<file path="config.mk">
export PLATFORM = sky130hd
export DESIGN_NAME = spl_front_flat
export DESIGN_NICKNAME = d
export VERILOG_FILES = /design/src/rtl/core/spl_pkg.sv /design/src/rtl/core/spl_ifs.sv /design/src/rtl/core/spl_front.sv /design/src/flat_wrapper.sv
export SDC_FILE = /design/constraint.sdc
export NUM_CORES = 1
export LEC_CHECK = 0
export BUFFER_PORTS_ARGS = -buffer_cell sky130_fd_sc_hd__buf_2
export CAP_MARGIN = 20
export CORE_MARGIN = 10
export CORE_UTILIZATION = 42
export DETAILED_ROUTE_END_ITERATION = 10
export GPL_ROUTABILITY_DRIVEN = 1
export HOLD_SLACK_MARGIN = 0.1
export PLACE_DENSITY = 0.61
export SLEW_MARGIN = 20
export SYNTH_ARGS = -nofsm -noshare
export SYNTH_HDL_FRONTEND = slang
export SYNTH_SLANG_ARGS = --single-unit
</file>
<file path="constraint.sdc">
create_clock -name clk -period 13.9 [get_ports clk]
set_input_delay 3.475 -clock clk [delete_from_list [all_inputs] [get_ports clk]]
set_output_delay 3.475 -clock clk [all_outputs]
set_load 0.05 [all_outputs]
</file>
<file path="src/rtl/core/spl_pkg.sv">
package spl_pkg;

	// table and field geometry
	localparam int MAX_BANDS   = 64;
	localparam int BAND_W      = 6;
	localparam int BCNT_W      = 7;
	localparam int MAX_REGIONS = 4096;
	localparam int SEC_W       = 13;
	localparam int IDX_W       = 12;
	localparam int LAT_W       = 29;
	localparam int LON_W       = 32;
	localparam int PRE_W       = 19;
	localparam int QUO_W       = 14;
	localparam int PROD_W      = 44;
	localparam int TBL_W       = LAT_W + SEC_W;

	// 2pi in Q5.27, rounded to nearest
	localparam longint TWO_PI = 64'd843314857;

	// quotient by 2pi: ((x >> XHI_LSB) * REC_M) >> QUO_SH, low by at most one
	localparam int              REC_W     = 32;
	localparam int              REC_SHIFT = 61;
	localparam int              XHI_LSB   = PROD_W - REC_W;
	localparam int              QUO_SH    = REC_SHIFT - XHI_LSB;
	localparam longint unsigned REC_M     = (64'd1 << REC_SHIFT) / 64'(TWO_PI);

	// item kinds
	localparam logic KIND_LOAD  = 1'b0;
	localparam logic KIND_QUERY = 1'b1;

	// register indexes
	localparam logic REG_BAND_COUNT = 1'b0;

	// classified item passed from front to back
	typedef struct packed {
		logic                    is_query;
		logic [BAND_W-1:0]       idx;
		logic signed [LAT_W-1:0] top;
		logic [SEC_W-1:0]        sectors;
		logic signed [LON_W-1:0] lon;
		logic signed [LAT_W-1:0] lat;
	} op_t;

	// one lookup result
	typedef struct packed {
		logic [IDX_W-1:0]  region;
		logic [BAND_W-1:0] band;
		logic [IDX_W-1:0]  sector;
		logic              below;
	} res_t;

endpackage

</file>
<file path="src/rtl/core/spl_ifs.sv">
interface spl_item_if;
	logic                                  valid;
	logic                                  ready;
	logic                                  kind;
	logic [spl_pkg::BAND_W-1:0]            entry_index;
	logic signed [spl_pkg::LAT_W-1:0]      entry_top_latitude;
	logic [spl_pkg::SEC_W-1:0]             entry_sectors;
	logic signed [spl_pkg::LON_W-1:0]      longitude;
	logic signed [spl_pkg::LAT_W-1:0]      latitude;

	modport source (output valid, kind, entry_index, entry_top_latitude, entry_sectors,
		longitude, latitude, input ready);
	modport sink (input valid, kind, entry_index, entry_top_latitude, entry_sectors,
		longitude, latitude, output ready);
endinterface


</file>
<file path="src/rtl/core/spl_front.sv">
module spl_front (
	input  logic            clk,
	input  logic            arst_n,
	spl_item_if.sink        item,
	output logic            op_vld,
	input  logic            op_rdy,
	output spl_pkg::op_t    op
);

	localparam logic signed [spl_pkg::LON_W:0] TP = (spl_pkg::LON_W+1)'(spl_pkg::TWO_PI);

	spl_pkg::op_t            cls;
	logic signed [spl_pkg::LON_W:0] lon_x;
	logic signed [spl_pkg::LON_W:0] lon_w;
	spl_pkg::op_t            fifo_q [2];
	logic                    wr_ptr_q;
	logic                    rd_ptr_q;
	logic [1:0]              fill_q;
	logic                    push;
	logic                    pop;

	// wrap longitude once into 0..2pi
	always_comb begin
		lon_x = {item.longitude[spl_pkg::LON_W-1], item.longitude};
		if (lon_x < 0) begin
			lon_w = lon_x + TP;
		end else if (lon_x > TP) begin
			lon_w = lon_x - TP;
		end else begin
			lon_w = lon_x;
		end
	end

	// classify the beat; clamp sector count to 1..MAX_REGIONS
	always_comb begin
		cls.is_query = (item.kind == spl_pkg::KIND_QUERY);
		cls.idx      = item.entry_index;
		cls.top      = item.entry_top_latitude;
		if (item.entry_sectors == '0) begin
			cls.sectors = spl_pkg::SEC_W'(1);
		end else if (item.entry_sectors > spl_pkg::SEC_W'(spl_pkg::MAX_REGIONS)) begin
			cls.sectors = spl_pkg::SEC_W'(spl_pkg::MAX_REGIONS);
		end else begin
			cls.sectors = item.entry_sectors;
		end
		cls.lon = lon_w[spl_pkg::LON_W-1:0];
		cls.lat = item.latitude;
	end

	// two-entry queue toward the back end
	assign item.ready = (fill_q != 2'd2);
	assign push       = item.valid && item.ready;
	assign op_vld     = (fill_q != 2'd0);
	assign pop        = op_vld && op_rdy;
	assign op         = fifo_q[rd_ptr_q];

	always_ff @(posedge clk or negedge arst_n) begin
		if (!arst_n) begin
			wr_ptr_q <= 1'b0;
			rd_ptr_q <= 1'b0;
			fill_q   <= 2'd0;
		end else begin
			if (push) wr_ptr_q <= ~wr_ptr_q;
			if (pop) rd_ptr_q <= ~rd_ptr_q;
			if (push && !pop) begin
				fill_q <= fill_q + 2'd1;
			end else if (pop && !push) begin
				fill_q <= fill_q - 2'd1;
			end
		end
	end

	always_ff @(posedge clk) begin
		if (push) fifo_q[wr_ptr_q] <= cls;
	end

endmodule

</file>
<file path="src/flat_wrapper.sv">
// flat-port wrapper written by rule: the top's interface ports become plain ports
module spl_front_flat 
  (clk, arst_n, op_vld, op_rdy, op, item_valid, item_kind, item_entry_index, item_entry_top_latitude, item_entry_sectors, item_longitude, item_latitude, item_ready);
  spl_item_if item_i ();
  input  logic clk;
  input  logic arst_n;
  output logic op_vld;
  input  logic op_rdy;
  output spl_pkg::op_t op;
  input wire logic [$bits(item_i.valid)-1:0] item_valid;
  input wire logic [$bits(item_i.kind)-1:0] item_kind;
  input wire logic [$bits(item_i.entry_index)-1:0] item_entry_index;
  input wire logic [$bits(item_i.entry_top_latitude)-1:0] item_entry_top_latitude;
  input wire logic [$bits(item_i.entry_sectors)-1:0] item_entry_sectors;
  input wire logic [$bits(item_i.longitude)-1:0] item_longitude;
  input wire logic [$bits(item_i.latitude)-1:0] item_latitude;
  output wire logic [$bits(item_i.ready)-1:0] item_ready;
  assign item_i.valid = item_valid;
  assign item_i.kind = item_kind;
  assign item_i.entry_index = item_entry_index;
  assign item_i.entry_top_latitude = item_entry_top_latitude;
  assign item_i.entry_sectors = item_entry_sectors;
  assign item_i.longitude = item_longitude;
  assign item_i.latitude = item_latitude;
  assign item_ready = item_i.ready;
  spl_front u_core (.clk(clk), .arst_n(arst_n), .item(item_i), .op_vld(op_vld), .op_rdy(op_rdy), .op(op));
endmodule
</file>
==> results.py, run 1 <==
metrics = {
    "detailed_routing": {
        "wl_met3_um": 1910,
        "initialDrtViolationCount": 405,
        "wl_met1_um": 9442,
        "drc_errors": 0,
        "met2WireLength_um": 10830,
        "vias": 5933,
        "vias_per_cell": 5.274,
        "drtPass1Iterations": 5,
        "routedWlPerCell_um": 20.05,
        "antenna_left": 0,
        "wl_um": 22560,
        "highest_layer": "met4",
    },
    "timing": {
        "finalWorstSetupSlack_ns": 7.576,
        "finalMaxSlewViolations": 0,
        "max_clock_freq_mhz": 158.1,
        "timing.setup.tns_ns": 0,
        "tightest_slew_ns": 0.8206,
        "hold_viol": 0,
        "holdWs_ns": 0.5002,
        "fin_crit_ns": 6.324,
        "fin_crit_sh_pct": 45.50,
        "worst_slew_margin_rel_pct": 45.29,
        "rsz0062_at_grt": "false",
        "finalSetupViolations": 0,
        "skew_ns": 0.01227,
    },
    "grt": {
        "grt_usage_pct": 14.61,
        "grt_pass1_vias": 6222,
        "grt-ovfl-total": 0,
        "grt_pass1_wl_um": 34040,
        "grt_max_degree": 63,
        "antenna_found_initial": 0,
    },
    "clocking": {
        "postCtsSetupBuffers": 0,
        "cts.sink_count": 224,
        "cts_resized": 0,
        "htree_levels": 1,
        "cts_buffers": 25,
        "cts_tree": "done",
        "holdBufCountCts": 0,
        "clock-root-buffer": "clkbuf_16",
        "worstSkewPairLatency_ns": 0.50,
        "cts_buffer_depth": 3,
        "clkTransAtPathRegs_ns": 0.05,
    },
    "setup_path": {
        "startpoint": "u_core.rd_ptr_q$_DFFE_PN0P_",
        "critPathLaunchType": "register",
        "cp-end-kind": "output port",
        "cp_num_cells": 3,
        "cp.arrival_ns": 2.85,
        "worst_path_max_delay_cell": "dfrtp_4",
        "reg2reg_depth": 3,
        "crit_chain": "buf_4 -> mux2_2 -> buf_2",
        "critical_path_class": "reg -> out",
        "regToRegSetupSlack_ns": 11.44,
        "worstReg2RegEnd": "u_core.fifo_q[1][82]$_DFFE_PP_",
        "max_stage_delay_ns": 0.89,
        "reg2reg_from": "u_core.fill_q[0]$_DFFE_PN0P_",
        "critPathBufInv": 2,
        "path_delay_family": "buffers and inverters",
        "cp_max_fo": 60,
        "crit_required_ns": 10.43,
    },
    "min_path": {
        "min_to": "u_core.fill_q[1]$_DFFE_PN0P_",
        "min-delay-path-class": "reg -> reg",
        "hold_path_startpoint": "u_core.fill_q[1]$_DFFE_PN0P_",
        "holdPathStages": 1,
    },
    "finish": {
        "drive_gt1_share_pct": 46.19,
        "diodes": 0,
        "area_growth_pct": 22.32,
        "nNetsFinal": 943,
        "fin_cells": 1125,
        "final_core_util_pct": 52.11,
        "stdcell_area_sq_um": 11760,
    },
    "floorplanning": {
        "initial_core_util_pct": 42.60,
        "core_sq_um": 22570,
        "die_y_um": 171.3,
        "rows": 55,
        "dieArea_sq_um": 29350,
        "io_pins": 226,
        "die_x_um": 171.3,
    },
    "power_and_ir_drop": {
        "finalPower_mw": 2.715,
        "leakage_nw": 4.353,
        "p_per_area_nw_per_um2": 230.8,
        "vdd_drop_max_mv": 0.1156,
    },
    "flow_run": {
        "maxCapViolations": 0,
    },
    "yosys": {
        "synthFlopType": "edfxtp_1",
        "synth_top_area_share_pct": 68.71,
        "ys_async_sr_fraction_pct": 1.786,
        "netlist_area_sq_um": 9615,
        "synth_top_area_cell": "edfxtp_1",
        "netlist_instances": 602,
        "synth_cell_types": 57,
        "synth_edf_count": 220,
        "synthTopCellsByArea": "edfxtp_1 (69%), mux2_2 (13%), xnor2_1 (2.3%)",
        "avgSynthCellArea_sq_um": 15.97,
        "synth-seq-area-share_pct": 69.75,
        "yosys_register_bits": 224,
        "syn_nets": 720,
        "ys_warn_count": 0,
    },
    "place": {
        "dp.cells": 1083,
        "routabilityCongestion": 0.8763,
        "dp_hpwl_um": 16130,
        "dp_slack_ns": 7.857,
        "portBuffers": 225,
        "placed_area_sq_um": 11010,
    },
    "outcome": {
        "outcome": "finished clean",
    },
}
## report_power, final
| part | total (mW) | switching (mW) | internal [mW] |
|---|---|---|---|
| Clock | 0.606 | 0.240 | 0.366 |
| Combinational | 1.11 | 0.816 | 0.295 |
| Sequential | 0.998 | 0.0641 | 0.934 |
## per-layer routing
layer,vias to the layer above,GRT usage (%)
met5,-,0
met4,0,3.592
met3,28,4.103
met2,215,24.24
met1,2917,18.49
li1,2773,-
## state kept, by name, summed over array words and instances, names as in the netlist
name,count
u_core.fill_q,2
u_core.rd_ptr_q,1
u_core.fifo_q,220
u_core.wr_ptr_q,1
## cells in the mapped netlist, drive strengths merged, types with 3 or more instances
library cell and count:
o21ai 13, and3 8, and2 3, nor3 8
buf 9, nand2b 5, nand3 14, clkbuf 25
a211o 3, xnor2 25, a31oi 9, a32oi 4
nand2 24, o31ai 3, xor2 9, a41oi 3
a22oi 5, nor4 8, nor2 18, a21oi 13
dfrtp 4, mux2 110, nor2b 12, a21o 5
ha 4, edfxtp 220, or3 4, inv 7
## cell type report
cell class | instances | area [sq um]
Fill cell | 1910 | 10810
Sequential cell | 224 | 6710
Multi-Input combinational cell | 337 | 2750
Timing Repair Buffer | 230 | 1164
Clock buffer | 33 | 655.6
Tap cell | 285 | 356.6
Clock inverter | 9 | 98.84
Inverter | 7 | 26.28
## kinds of logic after synthesis
logic type / Yosys count / share of synthesized area, %
flops: 224 / 69.75
simple gates: 113 / 6.272
mux: 110 / 12.88
compound gates: 76 / 5.648
buf+inv: 41 / 1.835
xor+xnor: 34 / 3.097
fa+ha+maj: 4 / 0.5205
## placed cells by master, fill, tap and decap left out, drive strengths merged, types with 5 or more instances in the layout
master,instances
xor2,9
a22oi,5
nand2b,5
a21oi,13
a31oi,9
and3,8
nor2b,12
nand2,24
clkbuf,33
inv,7
nor2,18
nor4,8
xnor2,25
clkinv,5
edfxtp,220
nand3,14
a21o,5
mux2,110
buf,230
nor3,8
o21ai,13
## worst max path at each step
stage	end	slack, ns
4_1_cts	op[93]	7.50
2_1_floorplan	u_core.fifo_q[0][0]$_DFFE_PP_	5.16
5_1_grt	op[93]	7.39
3_3_place_gp	u_core.fifo_q[0][49]$_DFFE_PP_	7.92
6_report	op[93]	7.58
3_5_place_dp	u_core.fifo_q[0][49]$_DFFE_PP_	7.86
(Power assumes the default switching activity.)
==> inputs of run 2 (changes only) <==
--- a/config.mk
+++ b/config.mk
@@ -12,7 +12,7 @@
 export DETAILED_ROUTE_END_ITERATION = 10
 export GPL_ROUTABILITY_DRIVEN = 1
 export HOLD_SLACK_MARGIN = 0.1
-export PLACE_DENSITY = 0.61
+export PLACE_DENSITY = 0.63
 export SLEW_MARGIN = 20
 export SYNTH_ARGS = -nofsm -noshare
 export SYNTH_HDL_FRONTEND = slang
==> constraint.sdc (replaced) <==
create_clock -name clk -period 5.5 [get_ports clk]
set_input_delay 1.375 -clock clk [delete_from_list [all_inputs] [get_ports clk]]
set_output_delay 1.375 -clock clk [all_outputs]
set_load 0.05 [all_outputs]
==> results.py, run 2 (synthesis results as in run 1) <==
metrics = {
    "outcome": {
        "outcome": "finished clean",
    },
    "place": {
        "routabilityCongestion": 0.9021,
        "portBuffers": 225,
        "placed_area_sq_um": 11030,
        "dp_hpwl_um": 16360,
    },
    "clocking": {
        "worstSkewPairLatency_ns": 0.50,
        "cts_buffer_depth": 3,
        "clock-root-buffer": "clkbuf_16",
        "holdBufCountCts": 0,
        "htree_levels": 1,
        "cts.sink_count": 224,
        "clkTransAtPathRegs_ns": 0.06,
        "postCtsSetupBuffers": 0,
        "cts_buffers": 25,
        "cts_tree": "done",
        "cts_resized": 0,
    },
    "finish": {
        "final_core_util_pct": 52.03,
        "largest_reg_flops": 220,
        "layout_common_cells": "buf_2 (225), edfxtp_1 (220), mux2_2 (110), xnor2_1 (25), clkbuf_16 (25)",
        "stdcell_area_sq_um": 11750,
        "fillCellCount": 1924,
        "drive_gt1_share_pct": 45.79,
        "reg_top3": "u_core.fifo_q: 220 flops, u_core.fill_q: 2 flops",
        "nNetsFinal": 944,
        "largest_register": "u_core.fifo_q",
        "area_growth_pct": 22.15,
        "final_common_cell": "buf_2",
    },
    "power_and_ir_drop": {
        "vdd_drop_max_mv": 0.2514,
        "swShare_pct": 41.94,
        "pwr-share-comb_pct": 41.7,
        "p_per_area_nw_per_um2": 579.8,
        "internal_power_mw": 3.954,
        "finalPower_mw": 6.810,
        "switchingPower_mw": 2.856,
        "clockPowerShare_pct": 21.4,
        "leakage_nw": 4.345,
        "seqPwrFrac_pct": 37.0,
    },
    "timing": {
        "holdWs_ns": 0.5154,
        "timing.setup.tns_ns": 0,
        "skew_ns": 0.007572,
        "max_clock_freq_mhz": 261.5,
        "finalMaxSlewViolations": 0,
        "tightest_slew_ns": 0.8416,
        "fin_crit_ns": 3.824,
        "worst_slew_margin_rel_pct": 43.89,
        "hold_viol": 0,
        "fin_crit_sh_pct": 69.52,
        "rsz0062_at_grt": "false",
        "finalSetupViolations": 0,
    },
    "setup_path": {
        "regToRegSetupSlack_ns": 3.24,
        "reg2reg_depth": 3,
        "crit_required_ns": 4.12,
        "cp-end-kind": "output port",
        "critical_path_class": "reg -> out",
        "crit_chain": "buf_12 -> mux2_2 -> buf_2",
        "critPathLaunchType": "register",
        "reg2reg_from": "u_core.fill_q[0]$_DFFE_PN0P_",
        "startpoint": "u_core.rd_ptr_q$_DFFE_PN0P_",
        "worstReg2RegEnd": "u_core.fifo_q[1][13]$_DFFE_PP_",
        "cp.arrival_ns": 2.45,
        "cp_max_fo": 63,
        "max_stage_delay_ns": 0.87,
        "worst_path_max_delay_cell": "dfrtp_4",
    },
    "min_path": {
        "min-delay-path-class": "reg -> reg",
        "holdPathStages": 1,
        "hold_path_startpoint": "u_core.fill_q[1]$_DFFE_PN0P_",
        "min_to": "u_core.fill_q[1]$_DFFE_PN0P_",
    },
    "grt": {
        "grt_max_degree": 64,
        "antenna_found_initial": 3,
        "grt_pass1_wl_um": 34190,
        "grt_usage_pct": 14.61,
        "grt-ovfl-total": 0,
        "grt_pass1_vias": 6106,
    },
    "detailed_routing": {
        "antenna_left": 0,
        "routedWlPerCell_um": 20.20,
        "drc_errors": 0,
        "initialDrtViolationCount": 441,
        "drtPass1Iterations": 5,
        "vias": 5976,
        "wl_um": 22800,
        "vias_per_cell": 5.293,
    },
    "floorplanning": {
        "die_y_um": 171.3,
        "core_sq_um": 22570,
        "dieArea_sq_um": 29350,
        "initial_core_util_pct": 42.60,
        "die_x_um": 171.3,
        "rows": 55,
        "io_pins": 226,
    },
    "flow_run": {
        "maxCapViolations": 0,
    },
}
## run 2: cell count changes in the layout (fill, tap and decap cells not counted)
cell,previous run,this run
buf_12,0,1
inv_8,0,1
bufinv_16,2,0
clkinvlp_4,2,1
inv_6,0,1
clkinv_1,1,6
clkinv_2,4,2
diode_2,0,1
## run 2: critical path: cells and delay by family (launching register included)
family	cells	cell delay [ns]
flops	1	0.87
buf+inv	2	0.63
mux	1	0.40
## run 2: layout make-up
| cell class | instances | area [sq um] | area share, % |
|---|---|---|---|
| Clock buffer | 33 | 655.6 | 5.582 |
| Inverter | 7 | 26.28 | 0.2237 |
| Clock inverter | 11 | 60.06 | 0.5113 |
| Tap cell | 285 | 356.6 | 3.036 |
| Timing Repair Buffer | 231 | 1184 | 10.08 |
| Multi-Input combinational cell | 337 | 2750 | 23.42 |
| Antenna cell | 1 | 2.502 | 0.02131 |
| Sequential cell | 224 | 6710 | 57.13 |
## run 2: power groups by stage
stage | registers [mW] | logic, mW | clock network, mW
floorplan | 2.49 | 2.26 | 0
global placement | 2.53 | 2.86 | 0
detailed placement | 2.56 | 2.87 | 0
CTS | 2.52 | 2.88 | 1.50
global route | 2.56 | 2.99 | 1.57
finish | 2.52 | 2.84 | 1.45
## run 2: through the flow
stage | worst slack, ns | cells
global route | 1.543 | 1129
finish | 1.676 | 1129
detailed placement | 1.561 | 1084
global placement | 1.610 | 1084
CTS | 1.626 | 1128
floorplan | 0.7105 | 602
## run 2: metal layers
layer,vias up,routed length [um],global-route usage (%)
met2,250,10930,24.27
met5,-,10,0
met1,2921,9571,18.78
li1,2783,-,-
met4,2,195,2.760
met3,20,2091,4.103
## run 2: how the worst max path moves through the flow
stage / endpoint / slack, ns / cells after the start
floorplan: u_core.fifo_q[0][0]$_DFFE_PP_ / 0.71 / 2
global placement: u_core.fifo_q[0][49]$_DFFE_PP_ / 1.61 / 10
detailed placement: u_core.fifo_q[0][49]$_DFFE_PP_ / 1.56 / 10
CTS: op[80] / 1.63 / 3
global route: op[77] / 1.54 / 3
finish: op[77] / 1.68 / 3
==> inputs of run 3 (changes only) <==
==> constraint.sdc (replaced) <==
create_clock -name clk -period 3.47 [get_ports clk]
set_input_delay 0.8675 -clock clk [delete_from_list [all_inputs] [get_ports clk]]
set_output_delay 0.8675 -clock clk [all_outputs]
set_load 0.05 [all_outputs]
==> results.py, run 3 (synthesis results as in run 1) <==
metrics = {
    "timing": {
        "skew_ns": 0.01253,
        "finalMaxSlewViolations": 0,
        "hold_viol": 0,
        "finalWorstSetupSlack_ns": 0.4709,
        "finalSetupViolations": 0,
        "max_clock_freq_mhz": 333.4,
        "worst_slew_margin_rel_pct": 59.28,
        "fin_crit_ns": 2.999,
        "rsz0062_at_grt": "false",
        "timing.setup.tns_ns": 0,
        "fin_crit_sh_pct": 86.43,
        "tightest_slew_ns": 0.6107,
    },
    "setup_path": {
        "reg2reg_depth": 3,
        "critPathLaunchType": "register",
        "crit_required_ns": 2.60,
        "cp-end-kind": "output port",
        "cp.arrival_ns": 2.13,
        "cp_max_fo": 56,
        "critical_path_class": "reg -> out",
    },
    "clocking": {
        "postCtsSetupBuffers": 0,
        "clkTransAtPathRegs_ns": 0.06,
        "holdBufCountCts": 0,
        "cts_buffers": 25,
        "htree_levels": 1,
        "cts.sink_count": 224,
        "cts_buffer_depth": 3,
        "cts_tree": "done",
        "worstSkewPairLatency_ns": 0.50,
        "clock-root-buffer": "clkbuf_16",
        "cts_resized": 0,
    },
    "power_and_ir_drop": {
        "p_per_area_nw_per_um2": 919.3,
        "leakage_nw": 4.418,
        "vdd_drop_max_mv": 0.5039,
        "finalPower_mw": 10.91,
    },
    "finish": {
        "fin_cells": 1142,
        "fillCellCount": 1902,
        "final_core_util_pct": 52.56,
        "drive_gt1_share_pct": 46.78,
        "largest_register": "u_core.fifo_q",
        "area_growth_pct": 23.38,
        "largest_reg_flops": 220,
        "layout_common_cells": "buf_2 (225), edfxtp_1 (220), mux2_2 (110), xnor2_1 (25), clkbuf_16 (25)",
        "reg_top3": "u_core.fifo_q: 220 flops, u_core.fill_q: 2 flops",
        "final_common_cell": "buf_2",
        "nNetsFinal": 954,
    },
    "detailed_routing": {
        "drtPass1Iterations": 5,
        "wl_um": 23360,
        "vias": 6084,
        "vias_per_cell": 5.327,
        "antenna_left": 0,
        "initialDrtViolationCount": 479,
        "routedWlPerCell_um": 20.45,
        "drc_errors": 0,
    },
    "flow_run": {
        "maxCapViolations": 0,
    },
    "floorplanning": {
        "die_y_um": 171.3,
        "initial_core_util_pct": 42.60,
        "io_pins": 226,
        "core_sq_um": 22570,
        "dieArea_sq_um": 29350,
        "die_x_um": 171.3,
        "rows": 55,
    },
    "grt": {
        "grt_pass1_vias": 6272,
        "grt_pass1_wl_um": 35030,
        "grt_usage_pct": 15.06,
        "grt-ovfl-total": 0,
        "grt_max_degree": 57,
        "antenna_found_initial": 2,
    },
    "outcome": {
        "outcome": "finished clean",
    },
    "min_path": {
        "min-delay-path-class": "in -> async",
    },
    "place": {
        "dp.cells": 1094,
        "portBuffers": 225,
        "dp_slack_ns": 0.05822,
        "routabilityCongestion": 0.8378,
        "dp_hpwl_um": 16780,
    },
}
run 3: changes by cell type in the layout (fill, tap and decap cells not counted):
cell / before / now
clkinvlp_4: 1 / 0
buf_4: 5 / 14
clkinv_2: 2 / 4
clkinv_1: 6 / 0
inv_6: 1 / 3
inv_8: 1 / 0
buf_12: 1 / 2
clkbuf_8: 0 / 2
clkbuf_1: 8 / 12
diode_2: 1 / 2
run 3: area by class of cell:
cell class / instances / area, sq um / area share [%]
sequential: 224 / 6710 / 56.56
multi-input combinational: 337 / 2750 / 23.18
timing repair buffer: 241 / 1271 / 10.72
clock buffer: 39 / 698.2 / 5.885
tap: 285 / 356.6 / 3.006
clock inverter: 7 / 46.29 / 0.3902
inverter: 7 / 26.28 / 0.2215
antenna: 2 / 5.005 / 0.04219
run 3: critical path, cell delays in order (launching register included):
cell	delay, ns
dfrtp_4	0.61
buf_12	0.32
mux2_2	0.40
buf_2	0.22
run 3: power breakdown:
| part | internal (mW) | switching, mW | leakage (nW) | total (mW) |
|---|---|---|---|---|
| Clock | 1.39 | 0.984 | 0.366 | 2.37 |
| Sequential | 3.73 | 0.181 | 2.09 | 3.92 |
| Combinational | 1.24 | 3.38 | 1.96 | 4.62 |
run 3: per-stage QoR:
step | hold WS [ns] | cell area (sq um)
2_1_floorplan | 0.4566 | 9624
3_3_place_gp | 0.4753 | 11110
3_5_place_dp | 0.4986 | 11110
4_1_cts | 0.1338 | 11860
5_1_grt | 0.1393 | 11860
6_report | 0.1571 | 11860
run 3: final timing paths:
check                                        startpoint                              to  slack, ns
max                         u_core.rd_ptr_q$_DFFE_PN0P_                          op[70]       0.47
min                                              arst_n     u_core.rd_ptr_q$_DFFE_PN0P_       0.16
max reg2reg                u_core.fill_q[0]$_DFFE_PN0P_  u_core.fifo_q[1][66]$_DFFE_PP_       1.53
min reg2reg                u_core.fill_q[1]$_DFFE_PN0P_    u_core.fill_q[1]$_DFFE_PN0P_       0.51
max in group asynchronous                        arst_n     u_core.rd_ptr_q$_DFFE_PN0P_       3.18
min in group clk           u_core.fill_q[1]$_DFFE_PN0P_    u_core.fill_q[1]$_DFFE_PN0P_       0.51
run 3: routing by layer:
| layer | part of all wire [%] | vias to the layer above | global-route usage (%) | wire length [um] |
|---|---|---|---|---|
| met5 | 0 | - | 0 | 0 |
| met4 | 1.5 | 0 | 3.138 | 360 |
| met3 | 9.1 | 25 | 4.630 | 2133 |
| met2 | 47 | 248 | 24.85 | 11040 |
| met1 | 42 | 3002 | 19.15 | 9825 |
| li1 | - | 2809 | - | - |
